[config.mk]
export PLATFORM = sky130hd
export DESIGN_NAME = mired_to_rgb_with_brightness_flat
export DESIGN_NICKNAME = d
export VERILOG_FILES = /design/src/rtl/mtrgb_pkg.sv /design/src/rtl/mtrgb_if.sv /design/src/rtl/mired_to_rgb_with_brightness.sv /design/src/flat_wrapper.sv
export VERILOG_INCLUDE_DIRS = /design/src /design/src/rtl
export SDC_FILE = /design/constraint.sdc
export NUM_CORES = 1
export LEC_CHECK = 0
export BUFFER_PORTS_ARGS = -buffer_cell sky130_fd_sc_hd__buf_2
export CAP_MARGIN = 20
export CORE_UTILIZATION = 55
export DETAILED_ROUTE_END_ITERATION = 8
export GPL_TIMING_DRIVEN = 0
export PLACE_DENSITY = 0.81
export SYNTH_ARGS = -nofsm -noshare
export SYNTH_HDL_FRONTEND = slang
export SYNTH_SLANG_ARGS = --single-unit
[constraint.sdc]
create_clock -name clk_i -period 10.9 [get_ports clk_i]
set_clock_uncertainty 0.05 [all_clocks]
set_input_delay 0 -clock clk_i [delete_from_list [all_inputs] [get_ports clk_i]]
set_output_delay 0 -clock clk_i [all_outputs]
set_load 0.05 [all_outputs]
[src/rtl/mired_to_rgb_with_brightness_macros.svh]
// Assertion macros for the mired to RGB converter.
// Used by the top level; clock and reset are passed in by the caller.
`ifndef MIRED_TO_RGB_WITH_BRIGHTNESS_MACROS_SVH
`define MIRED_TO_RGB_WITH_BRIGHTNESS_MACROS_SVH
`ifndef NO_ASSERTIONS
`define MTRGB_ASSERT(lbl, clk, rst_n, prop, msg) \
  lbl: assert property (@(posedge clk) disable iff (!rst_n) prop) else $error(msg);
`define MTRGB_ASSERT_NEXT(lbl, clk, rst_n, pre, post, msg) \
  lbl: assert property (@(posedge clk) disable iff (!rst_n) (pre) |=> (post)) else $error(msg);
`else
`define MTRGB_ASSERT(lbl, clk, rst_n, prop, msg)
`define MTRGB_ASSERT_NEXT(lbl, clk, rst_n, pre, post, msg)
`endif
`endif

[src/rtl/mtrgb_pkg.sv]
// Shared constants, reciprocals and the blackbody level table for the
// mired to RGB converter. No dependencies.
package mtrgb_pkg;

  localparam int unsigned MiredW   = 9;
  localparam int unsigned ByteW    = 8;
  localparam int unsigned ProdW    = 22;   // (500 - ct) * 4500 < 2^22
  localparam int unsigned QuotW    = 13;   // /347 result <= 6484
  localparam int unsigned SumW     = 14;   // quotient + 2000 <= 8484
  localparam int unsigned RowW     = 7;
  localparam int unsigned LevelW   = 16;   // level * brightness

  localparam logic [MiredW-1:0] MiredMax  = 9'd500;
  localparam logic [12:0]       Gain      = 13'd4500;
  localparam logic [10:0]       TempBase  = 11'd2000;
  localparam logic [RowW-1:0]   TempFirst = 7'd20;
  localparam logic [RowW-1:0]   RowLast   = 7'd64;

  // floor(p/347) = (p * Recip347) >> 31 for p < 2^22
  localparam logic [22:0] Recip347 = 23'd6188714;
  localparam int unsigned Shift347 = 31;
  // floor(u/100) = (u * Recip100) >> 20 for u < 2^14
  localparam logic [13:0] Recip100 = 14'd10486;
  localparam int unsigned Shift100 = 20;

  localparam int unsigned NumRows = 65;

  typedef struct packed {
    logic [ByteW-1:0] red;
    logic [ByteW-1:0] green;
    logic [ByteW-1:0] blue;
  } rgb_t;

  localparam rgb_t Curve [NumRows] = '{
    '{8'd255,8'd137,8'd14 }, '{8'd255,8'd142,8'd27 }, '{8'd255,8'd146,8'd39 },
    '{8'd255,8'd151,8'd50 }, '{8'd255,8'd155,8'd61 }, '{8'd255,8'd159,8'd70 },
    '{8'd255,8'd163,8'd79 }, '{8'd255,8'd167,8'd87 }, '{8'd255,8'd170,8'd95 },
    '{8'd255,8'd174,8'd103}, '{8'd255,8'd177,8'd110}, '{8'd255,8'd180,8'd117},
    '{8'd255,8'd184,8'd123}, '{8'd255,8'd187,8'd129}, '{8'd255,8'd190,8'd135},
    '{8'd255,8'd193,8'd141}, '{8'd255,8'd195,8'd146}, '{8'd255,8'd198,8'd151},
    '{8'd255,8'd201,8'd157}, '{8'd255,8'd203,8'd161}, '{8'd255,8'd206,8'd166},
    '{8'd255,8'd208,8'd171}, '{8'd255,8'd211,8'd175}, '{8'd255,8'd213,8'd179},
    '{8'd255,8'd215,8'd183}, '{8'd255,8'd218,8'd187}, '{8'd255,8'd220,8'd191},
    '{8'd255,8'd222,8'd195}, '{8'd255,8'd224,8'd199}, '{8'd255,8'd226,8'd202},
    '{8'd255,8'd228,8'd206}, '{8'd255,8'd230,8'd209}, '{8'd255,8'd232,8'd213},
    '{8'd255,8'd234,8'd216}, '{8'd255,8'd236,8'd219}, '{8'd255,8'd237,8'd222},
    '{8'd255,8'd239,8'd225}, '{8'd255,8'd241,8'd228}, '{8'd255,8'd243,8'd231},
    '{8'd255,8'd244,8'd234}, '{8'd255,8'd246,8'd237}, '{8'd255,8'd248,8'd240},
    '{8'd255,8'd249,8'd242}, '{8'd255,8'd251,8'd245}, '{8'd255,8'd253,8'd248},
    '{8'd255,8'd254,8'd250}, '{8'd255,8'd255,8'd255}, '{8'd254,8'd249,8'd255},
    '{8'd250,8'd246,8'd255}, '{8'd246,8'd244,8'd255}, '{8'd243,8'd242,8'd255},
    '{8'd240,8'd240,8'd255}, '{8'd237,8'd239,8'd255}, '{8'd234,8'd237,8'd255},
    '{8'd232,8'd236,8'd255}, '{8'd230,8'd235,8'd255}, '{8'd228,8'd234,8'd255},
    '{8'd226,8'd233,8'd255}, '{8'd224,8'd232,8'd255}, '{8'd223,8'd231,8'd255},
    '{8'd221,8'd230,8'd255}, '{8'd220,8'd229,8'd255}, '{8'd218,8'd228,8'd255},
    '{8'd217,8'd227,8'd255}, '{8'd216,8'd227,8'd255}
  };

  // x / 255 for x < 65280
  function automatic logic [ByteW-1:0] div255(input logic [LevelW-1:0] x);
    logic [LevelW:0] s;
    s = {1'b0, x} + 17'd1 + {9'd0, x[LevelW-1:ByteW]};
    return s[LevelW-1:ByteW];
  endfunction

endpackage

[src/rtl/mtrgb_if.sv]
// Valid/ready channel interfaces for the mired to RGB converter.
// Depends on mtrgb_pkg for field widths.
interface mtrgb_in_if;
  logic                             valid;
  logic                             ready;
  logic [mtrgb_pkg::MiredW-1:0]     color_temp_mired;
  logic [mtrgb_pkg::ByteW-1:0]      brightness;
  modport source (output valid, color_temp_mired, brightness, input ready);
  modport sink   (input valid, color_temp_mired, brightness, output ready);
endinterface

interface mtrgb_out_if;
  logic                        valid;
  logic                        ready;
  logic [mtrgb_pkg::ByteW-1:0] red;
  logic [mtrgb_pkg::ByteW-1:0] green;
  logic [mtrgb_pkg::ByteW-1:0] blue;
  modport source (output valid, red, green, blue, input ready);
  modport sink   (input valid, red, green, blue, output ready);
endinterface

[src/rtl/mired_to_rgb_with_brightness.sv]
// Channel   | dir | payload                         | transfer
// pix_i     | in  | color_temp_mired[9], brightness | valid & ready
// pix_o     | out | red, green, blue (8 bits each)  | valid & ready
//
// Six register stages: gain multiply, /347, +2000 and /100 to a table row,
// table read, brightness multiply, /255 into the output register.
// One transfer per cycle sustained while pix_o stays ready.
// Each stage holds while its successor is full and stalled; bubbles close up.
// rst_ni clears the valid bits only; payload registers are not reset.
// Depends on mtrgb_pkg, mtrgb_if.sv and the macros header.
`include "mired_to_rgb_with_brightness_macros.svh"

module mired_to_rgb_with_brightness (
  input  logic        clk_i,
  input  logic        rst_ni,
  mtrgb_in_if.sink    pix_i,
  mtrgb_out_if.source pix_o
);

  localparam int unsigned NStg = 6;

  logic [NStg-1:0] v_q;
  logic [NStg-1:0] en;

  // stage payloads
  logic [mtrgb_pkg::ProdW-1:0]  p1_q;
  logic [mtrgb_pkg::QuotW-1:0]  q2_q;
  logic [mtrgb_pkg::RowW-1:0]   row3_q;
  mtrgb_pkg::rgb_t              lvl4_q;
  logic [mtrgb_pkg::LevelW-1:0] pr5_q, pg5_q, pb5_q;
  logic [mtrgb_pkg::ByteW-1:0]  bri1_q, bri2_q, bri3_q, bri4_q;
  mtrgb_pkg::rgb_t              out6_q;

  // next values
  logic [mtrgb_pkg::MiredW-1:0] ct_sat;
  logic [mtrgb_pkg::MiredW-1:0] diff;
  logic [mtrgb_pkg::ProdW-1:0]  p1_d;
  logic [44:0]                  qprod;
  logic [mtrgb_pkg::QuotW-1:0]  q2_d;
  logic [mtrgb_pkg::SumW-1:0]   usum;
  logic [27:0]                  tprod;
  logic [mtrgb_pkg::RowW-1:0]   temp_idx;
  logic [mtrgb_pkg::RowW-1:0]   row_raw;
  logic [mtrgb_pkg::RowW-1:0]   row3_d;

  // stall chain from the output backwards
  always_comb begin
    en[NStg-1] = !v_q[NStg-1] || pix_o.ready;
    for (int i = NStg - 2; i >= 0; i--) begin
      en[i] = !v_q[i] || en[i+1];
    end
  end

  assign pix_i.ready = en[0];

  always_comb begin
    ct_sat   = (pix_i.color_temp_mired > mtrgb_pkg::MiredMax) ? mtrgb_pkg::MiredMax
                                                               : pix_i.color_temp_mired;
    diff     = mtrgb_pkg::MiredMax - ct_sat;
    p1_d     = mtrgb_pkg::ProdW'(diff) * mtrgb_pkg::ProdW'(mtrgb_pkg::Gain);
    qprod    = 45'(p1_q) * 45'(mtrgb_pkg::Recip347);
    q2_d     = qprod[mtrgb_pkg::Shift347 +: mtrgb_pkg::QuotW];
    usum     = mtrgb_pkg::SumW'(q2_q) + mtrgb_pkg::SumW'(mtrgb_pkg::TempBase);
    tprod    = 28'(usum) * 28'(mtrgb_pkg::Recip100);
    temp_idx = tprod[mtrgb_pkg::Shift100 +: mtrgb_pkg::RowW];
    row_raw  = temp_idx - mtrgb_pkg::TempFirst;
    // wraps high below the first row, so the clamp covers both ends
    row3_d   = (row_raw > mtrgb_pkg::RowLast) ? mtrgb_pkg::RowLast : row_raw;
  end

  always_ff @(posedge clk_i or negedge rst_ni) begin
    if (!rst_ni) begin
      v_q <= '0;
    end else begin
      if (en[0]) v_q[0] <= pix_i.valid;
      for (int i = 1; i < NStg; i++) begin
        if (en[i]) v_q[i] <= v_q[i-1];
      end
    end
  end

  always_ff @(posedge clk_i) begin
    if (en[0]) begin
      p1_q   <= p1_d;
      bri1_q <= pix_i.brightness;
    end
    if (en[1]) begin
      q2_q   <= q2_d;
      bri2_q <= bri1_q;
    end
    if (en[2]) begin
      row3_q <= row3_d;
      bri3_q <= bri2_q;
    end
    if (en[3]) begin
      lvl4_q <= mtrgb_pkg::Curve[row3_q];
      bri4_q <= bri3_q;
    end
    if (en[4]) begin
      pr5_q <= mtrgb_pkg::LevelW'(lvl4_q.red)   * mtrgb_pkg::LevelW'(bri4_q);
      pg5_q <= mtrgb_pkg::LevelW'(lvl4_q.green) * mtrgb_pkg::LevelW'(bri4_q);
      pb5_q <= mtrgb_pkg::LevelW'(lvl4_q.blue)  * mtrgb_pkg::LevelW'(bri4_q);
    end
    if (en[5]) begin
      out6_q.red   <= mtrgb_pkg::div255(pr5_q);
      out6_q.green <= mtrgb_pkg::div255(pg5_q);
      out6_q.blue  <= mtrgb_pkg::div255(pb5_q);
    end
  end

  assign pix_o.valid = v_q[NStg-1];
  assign pix_o.red   = out6_q.red;
  assign pix_o.green = out6_q.green;
  assign pix_o.blue  = out6_q.blue;

  `MTRGB_ASSERT_NEXT(a_in_enters, clk_i, rst_ni, pix_i.valid && pix_i.ready, v_q[0], "accepted item did not enter stage one")
  `MTRGB_ASSERT_NEXT(a_mult_holds, clk_i, rst_ni, v_q[4] && !en[4], v_q[4] && $stable(pr5_q), "stalled product stage lost its item")
  `MTRGB_ASSERT(a_row_range, clk_i, rst_ni, v_q[2] |-> (row3_q <= mtrgb_pkg::RowLast), "table row out of range")

endmodule

[src/flat_wrapper.sv]
// flat-port wrapper written by rule: the top's interface ports become plain ports
module mired_to_rgb_with_brightness_flat 
  (clk_i, rst_ni, pix_i_valid, pix_i_color_temp_mired, pix_i_brightness, pix_i_ready, pix_o_valid, pix_o_red, pix_o_green, pix_o_blue, pix_o_ready);
  mtrgb_in_if pix_i_i ();
  mtrgb_out_if pix_o_i ();
  input  logic clk_i;
  input  logic rst_ni;
  input wire logic [$bits(pix_i_i.valid)-1:0] pix_i_valid;
  input wire logic [$bits(pix_i_i.color_temp_mired)-1:0] pix_i_color_temp_mired;
  input wire logic [$bits(pix_i_i.brightness)-1:0] pix_i_brightness;
  output wire logic [$bits(pix_i_i.ready)-1:0] pix_i_ready;
  output wire logic [$bits(pix_o_i.valid)-1:0] pix_o_valid;
  output wire logic [$bits(pix_o_i.red)-1:0] pix_o_red;
  output wire logic [$bits(pix_o_i.green)-1:0] pix_o_green;
  output wire logic [$bits(pix_o_i.blue)-1:0] pix_o_blue;
  input wire logic [$bits(pix_o_i.ready)-1:0] pix_o_ready;
  assign pix_i_i.valid = pix_i_valid;
  assign pix_i_i.color_temp_mired = pix_i_color_temp_mired;
  assign pix_i_i.brightness = pix_i_brightness;
  assign pix_i_ready = pix_i_i.ready;
  assign pix_o_valid = pix_o_i.valid;
  assign pix_o_red = pix_o_i.red;
  assign pix_o_green = pix_o_i.green;
  assign pix_o_blue = pix_o_i.blue;
  assign pix_o_i.ready = pix_o_ready;
  mired_to_rgb_with_brightness u_core (.clk_i(clk_i), .rst_ni(rst_ni), .pix_i(pix_i_i), .pix_o(pix_o_i));
endmodule
==> reports/metrics.yaml <==
run_status:
  outcome: "finished, final reports clean"
detailed_routing:
  drtPass1Iterations: 5
  drc: 0
  drt_wl_total_mm: 55.7
  detailedRoute.firstIterationViolations: 1102
  route.antenna.remaining_nets: 0
  wl_per_cell_um: 17.4
  vias_per_cell: 5.51
  vias: 17652
floorplanning:
  dieWidth_um: 219
  floorplan.die_area_sq_mm: 0.0478
  start_util_pct: 56.3
  std_cell_rows: 78
  number_of_top_level_design_ports: 47
  die_ht_um: 219
  core_sq_mm: 0.0458
setup_path:
  worst_r2r_endpoint: "u_core.row3_q[2]$_SDFFCE_PN0P_"
  cp_slowest_stage_delay_ps: 530
  cp_common_cell: "sky130_fd_sc_hd__inv_1"
  maximum_net_fanout_on_the_critical_path: 7
  criticalPathCategory: "register to register"
  cp_slowest_cell: "sky130_fd_sc_hd__fa_1"
  crit_arrival_ps: 8420
  r2r-start: "u_core.q2_q[4]$_DFFE_PP_"
  kind_of_launch_point_of_the_worst_setup_path: "register"
  worst_r2r_path_depth: 30
  endpoint_kind: "register"
  delay_heaviest_family_cp: "adder cells"
  crit_buf_inv: 5
  r2r_setup_slack_ps: 2650
  worstPathRequired_ps: 11070
final_layout:
  finish.net_count: 3438
  area_growth_syn_to_layout_pct: 6.78
  fin_area_sq_mm: 0.0275
  antenna_cells: 0
  nFillCells: 3581
  final_layout_size_suffix_gt1_share_pct: 4.07
min_path:
  worst_hold_path.endpoint: "u_core.p1_q[2]$_DFFE_PP_"
  timing.hold.worst.start: "pix_i_color_temp_mired[0]"
  min_delay_path_depth: 3
  hold_class: "input port to register"
clock_network:
  post_cts_resize_count: 0
  cts.path.max_buffers: 2
  clk_transition_reported_paths_ps: 80
  tritoncts.num_buffers: 17
  clock_tree_from_tritoncts: "done"
  ctsHtreeMaxLevel: 4
  tritoncts_num_sinks: 171
  clkLatencyLatePin_ps: 460
  clock-root-buffer: "sky130_fd_sc_hd__clkbuf_16"
placement:
  placed_cell_area_sq_mm: 0.0268
  port_buffers: 46
  finalWeightedCongestion: 0.935
  post-dp-hpwl_mm: 46.8
logic_synthesis:
  synth_compound_area_share_pct: 7.31
  synth_top_family_by_area: "adder cells"
  synthSimpleGateAreaFrac_pct: 8.45
  post_synth_xor_area_fraction_pct: 4.17
  postSynthCellCount: 2511
  synth-warning-count: 0
  syn-cell-area_sq_mm: 0.0258
  synthAdderAreaFrac_pct: 50.5
  yosys_most_used_dff: "sky130_fd_sc_hd__edfxtp_1"
  synth_seq_area_share_pct: 19.8
  muxShareOfSynthArea_pct: 0.451
  syn_area_per_cell_sq_um: 10.3
  syn-num-nets: 3359
  synth-seq-cells: 171
  synth_async_reset_ratio_pct: 3.51
  synthDistinctLibCells: 62
  synth_enable_flop_cells: 165
timing:
  final_period_minus_worst_setup_slack_ps: 8250
  timing.final.setup_violations: 0
  grt_setup_unrepaired: "no"
  max-slew-margin-rel_pct: 25.2
  pins_over_slew_limit: 0
  final.setup.tns_ps: 0
  layout_worst_path_cycle_share_pct: 75.7
  tightest_slew_ps: 1120
  timing_hold_violations_final: 0
  fmaxAchievable_mhz: 121
global_routing:
  grt_first_pass_wirelength_mm: 94.6
  pin_count_of_the_biggest_net_entering_global_routing: 41
  groute.usage.overall_pct: 25.2
  overflow: 0
  vias_in_the_first_global_route: 19623
  grt_antenna_before_repair: 1
job:
  max_cap_violations: 0
==> flip-flops by register name, indices dropped and copies added, names as in the netlist, 13 cells and up <==
register,cells
u_core.q2_q,13
u_core.pb5_q,16
u_core.pg5_q,16
u_core.pr5_q,16
u_core.lvl4_q,21
u_core.p1_q,20
==> synthesized netlist by cell type, types with 3 or more instances <==
library cell / number / area share, %
sky130_fd_sc_hd__a21o_1: 30 / 0.87
sky130_fd_sc_hd__nand2_1: 159 / 2.3
sky130_fd_sc_hd__a2111oi_2: 3 / 0.17
sky130_fd_sc_hd__fa_1: 356 / 28
sky130_fd_sc_hd__nand2b_1: 11 / 0.27
sky130_fd_sc_hd__o21ai_0: 70 / 1.4
sky130_fd_sc_hd__and3_1: 14 / 0.34
sky130_fd_sc_hd__a221o_1: 3 / 0.12
sky130_fd_sc_hd__o41ai_1: 4 / 0.14
sky130_fd_sc_hd__xnor2_1: 88 / 3.0
sky130_fd_sc_hd__or2_2: 9 / 0.22
sky130_fd_sc_hd__nor2_1: 89 / 1.3
sky130_fd_sc_hd__a211oi_1: 20 / 0.58
sky130_fd_sc_hd__xor2_1: 33 / 1.1
sky130_fd_sc_hd__dfrtp_1: 6 / 0.58
sky130_fd_sc_hd__and2_1: 95 / 2.3
sky130_fd_sc_hd__nand3_1: 26 / 0.50
sky130_fd_sc_hd__edfxtp_1: 165 / 19
sky130_fd_sc_hd__nor3_1: 21 / 0.41
sky130_fd_sc_hd__nand4_1: 7 / 0.17
sky130_fd_sc_hd__buf_1: 6 / 0.087
sky130_fd_sc_hd__a211o_1: 5 / 0.17
sky130_fd_sc_hd__clkbuf_1: 34 / 0.49
sky130_fd_sc_hd__mux2i_1: 6 / 0.23
sky130_fd_sc_hd__nor2b_1: 11 / 0.27
sky130_fd_sc_hd__o211ai_1: 6 / 0.17
sky130_fd_sc_hd__o21bai_1: 19 / 0.55
sky130_fd_sc_hd__nor4_1: 3 / 0.073
sky130_fd_sc_hd__o21a_1: 14 / 0.41
sky130_fd_sc_hd__o22ai_1: 3 / 0.073
sky130_fd_sc_hd__inv_1: 600 / 8.7
sky130_fd_sc_hd__ha_1: 471 / 23
sky130_fd_sc_hd__a21oi_1: 71 / 1.4
sky130_fd_sc_hd__a21boi_0: 10 / 0.29
sky130_fd_sc_hd__a31oi_1: 9 / 0.22
==> worst max-delay path by stage <==
stage	to	slack [ps]	cells after the start	start
after detailed placement	u_core.row3_q[2]$_SDFFCE_PN0P_	2780	30	u_core.q2_q[4]$_DFFE_PP_
after floorplan	u_core.row3_q[2]$_SDFFCE_PN0P_	3690	30	u_core.q2_q[4]$_DFFE_PP_
after global routing	u_core.row3_q[2]$_SDFFCE_PN0P_	2210	30	u_core.q2_q[4]$_DFFE_PP_
after global placement	u_core.row3_q[2]$_SDFFCE_PN0P_	2980	30	u_core.q2_q[4]$_DFFE_PP_
after CTS	u_core.row3_q[2]$_SDFFCE_PN0P_	2720	30	u_core.q2_q[4]$_DFFE_PP_
final	u_core.row3_q[2]$_SDFFCE_PN0P_	2650	30	u_core.q2_q[4]$_DFFE_PP_
==> worst register-to-register path, delay by kind of cell (launching register included) <==
kind | cells | cell delay, ps
adders and majority gates | 8 | 3230
buffers and inverters | 5 | 450
DFF | 1 | 500
xor gates and xnor gates | 1 | 380
and+or+nand+nor | 6 | 830
AOI/OAI and AO/OA | 10 | 2560
==> placed cells by master, fill, tap and decap left out, types with 5 or more instances in the layout <==
cell                              n
sky130_fd_sc_hd__nor2b_1         11
sky130_fd_sc_hd__buf_1            6
sky130_fd_sc_hd__a211oi_1        20
sky130_fd_sc_hd__clkbuf_16       17
sky130_fd_sc_hd__ha_1           471
sky130_fd_sc_hd__inv_1          600
sky130_fd_sc_hd__o211ai_1         6
sky130_fd_sc_hd__edfxtp_1       165
sky130_fd_sc_hd__buf_2           46
sky130_fd_sc_hd__nand3_1         25
sky130_fd_sc_hd__nor3_1          21
sky130_fd_sc_hd__and3_1          14
sky130_fd_sc_hd__and2_1          95
sky130_fd_sc_hd__or2_2            9
sky130_fd_sc_hd__clkbuf_1        34
sky130_fd_sc_hd__a211o_1          5
sky130_fd_sc_hd__o21ai_0         70
sky130_fd_sc_hd__xnor2_1         88
sky130_fd_sc_hd__dfrtp_1          6
sky130_fd_sc_hd__nand2_1        158
sky130_fd_sc_hd__mux2i_1          6
sky130_fd_sc_hd__o21bai_1        19
sky130_fd_sc_hd__nor2_1          89
sky130_fd_sc_hd__dlygate4sd3_1   12
sky130_fd_sc_hd__a31oi_1          9
sky130_fd_sc_hd__a21boi_0        10
sky130_fd_sc_hd__nand2b_1        11
sky130_fd_sc_hd__fa_1           356
sky130_fd_sc_hd__o21a_1          14
sky130_fd_sc_hd__xor2_1          33
sky130_fd_sc_hd__a21o_1          30
sky130_fd_sc_hd__nand4_1          7
sky130_fd_sc_hd__a21oi_1         71
==> cell families after synthesis <==
kind of cell             Yosys count
AND/OR/NAND/NOR                  454
adder cells (fa/ha/maj)          827
AO/OA/AOI/OAI                    287
buffers and inverters            640
flip-flops                       171
XOR/XNOR                         122
other                              1
multiplexers                       9
==> timing repair <==
action                    4_1_cts  5_1_grt
hold buffers                   12        0
setup buffers                   0        0
hold endpoints to repair       16        0
==> through the flow <==
step / utilization, % / std cells / hold slack, ps / worst slack (ps)
2_1_floorplan: - / 2511 / -346 / 3690
3_3_place_gp: 58.5 / 3157 / -224 / 2980
3_5_place_dp: 58.6 / 3159 / -215 / 2780
4_1_cts: 60.2 / 3203 / 32.0 / 2720
5_1_grt: 60.2 / 3203 / 68.4 / 2210
6_report: 60.2 / 3203 / 58.7 / 2650
==> layout make-up <==
cell class	instances	area (sq um)	area share, %
Buffer	40	150	0.545
Inverter	600	2250	8.18
Clock buffer	17	425	1.54
Timing Repair Buffer	60	385	1.40
Sequential cell	171	5100	18.5
Clock inverter	15	180	0.654
Multi-Input combinational cell	1700	18300	66.4
Tap cell	600	751	2.73
==> metal layers <==
layer  GRT usage, %  routed length, um  share of wire, %  vias up
met1           29.4              22300                40     8835
met5              0                 13             0.023        -
met3           3.19               2200               3.9      144
met4           11.1               2140               3.8        2
met2           45.8              29100                52      455
li1               -                  -                 -     8216
Power is not shown: default switching activity piles up to over one toggle a cycle in this logic, so the estimate is an artifact.
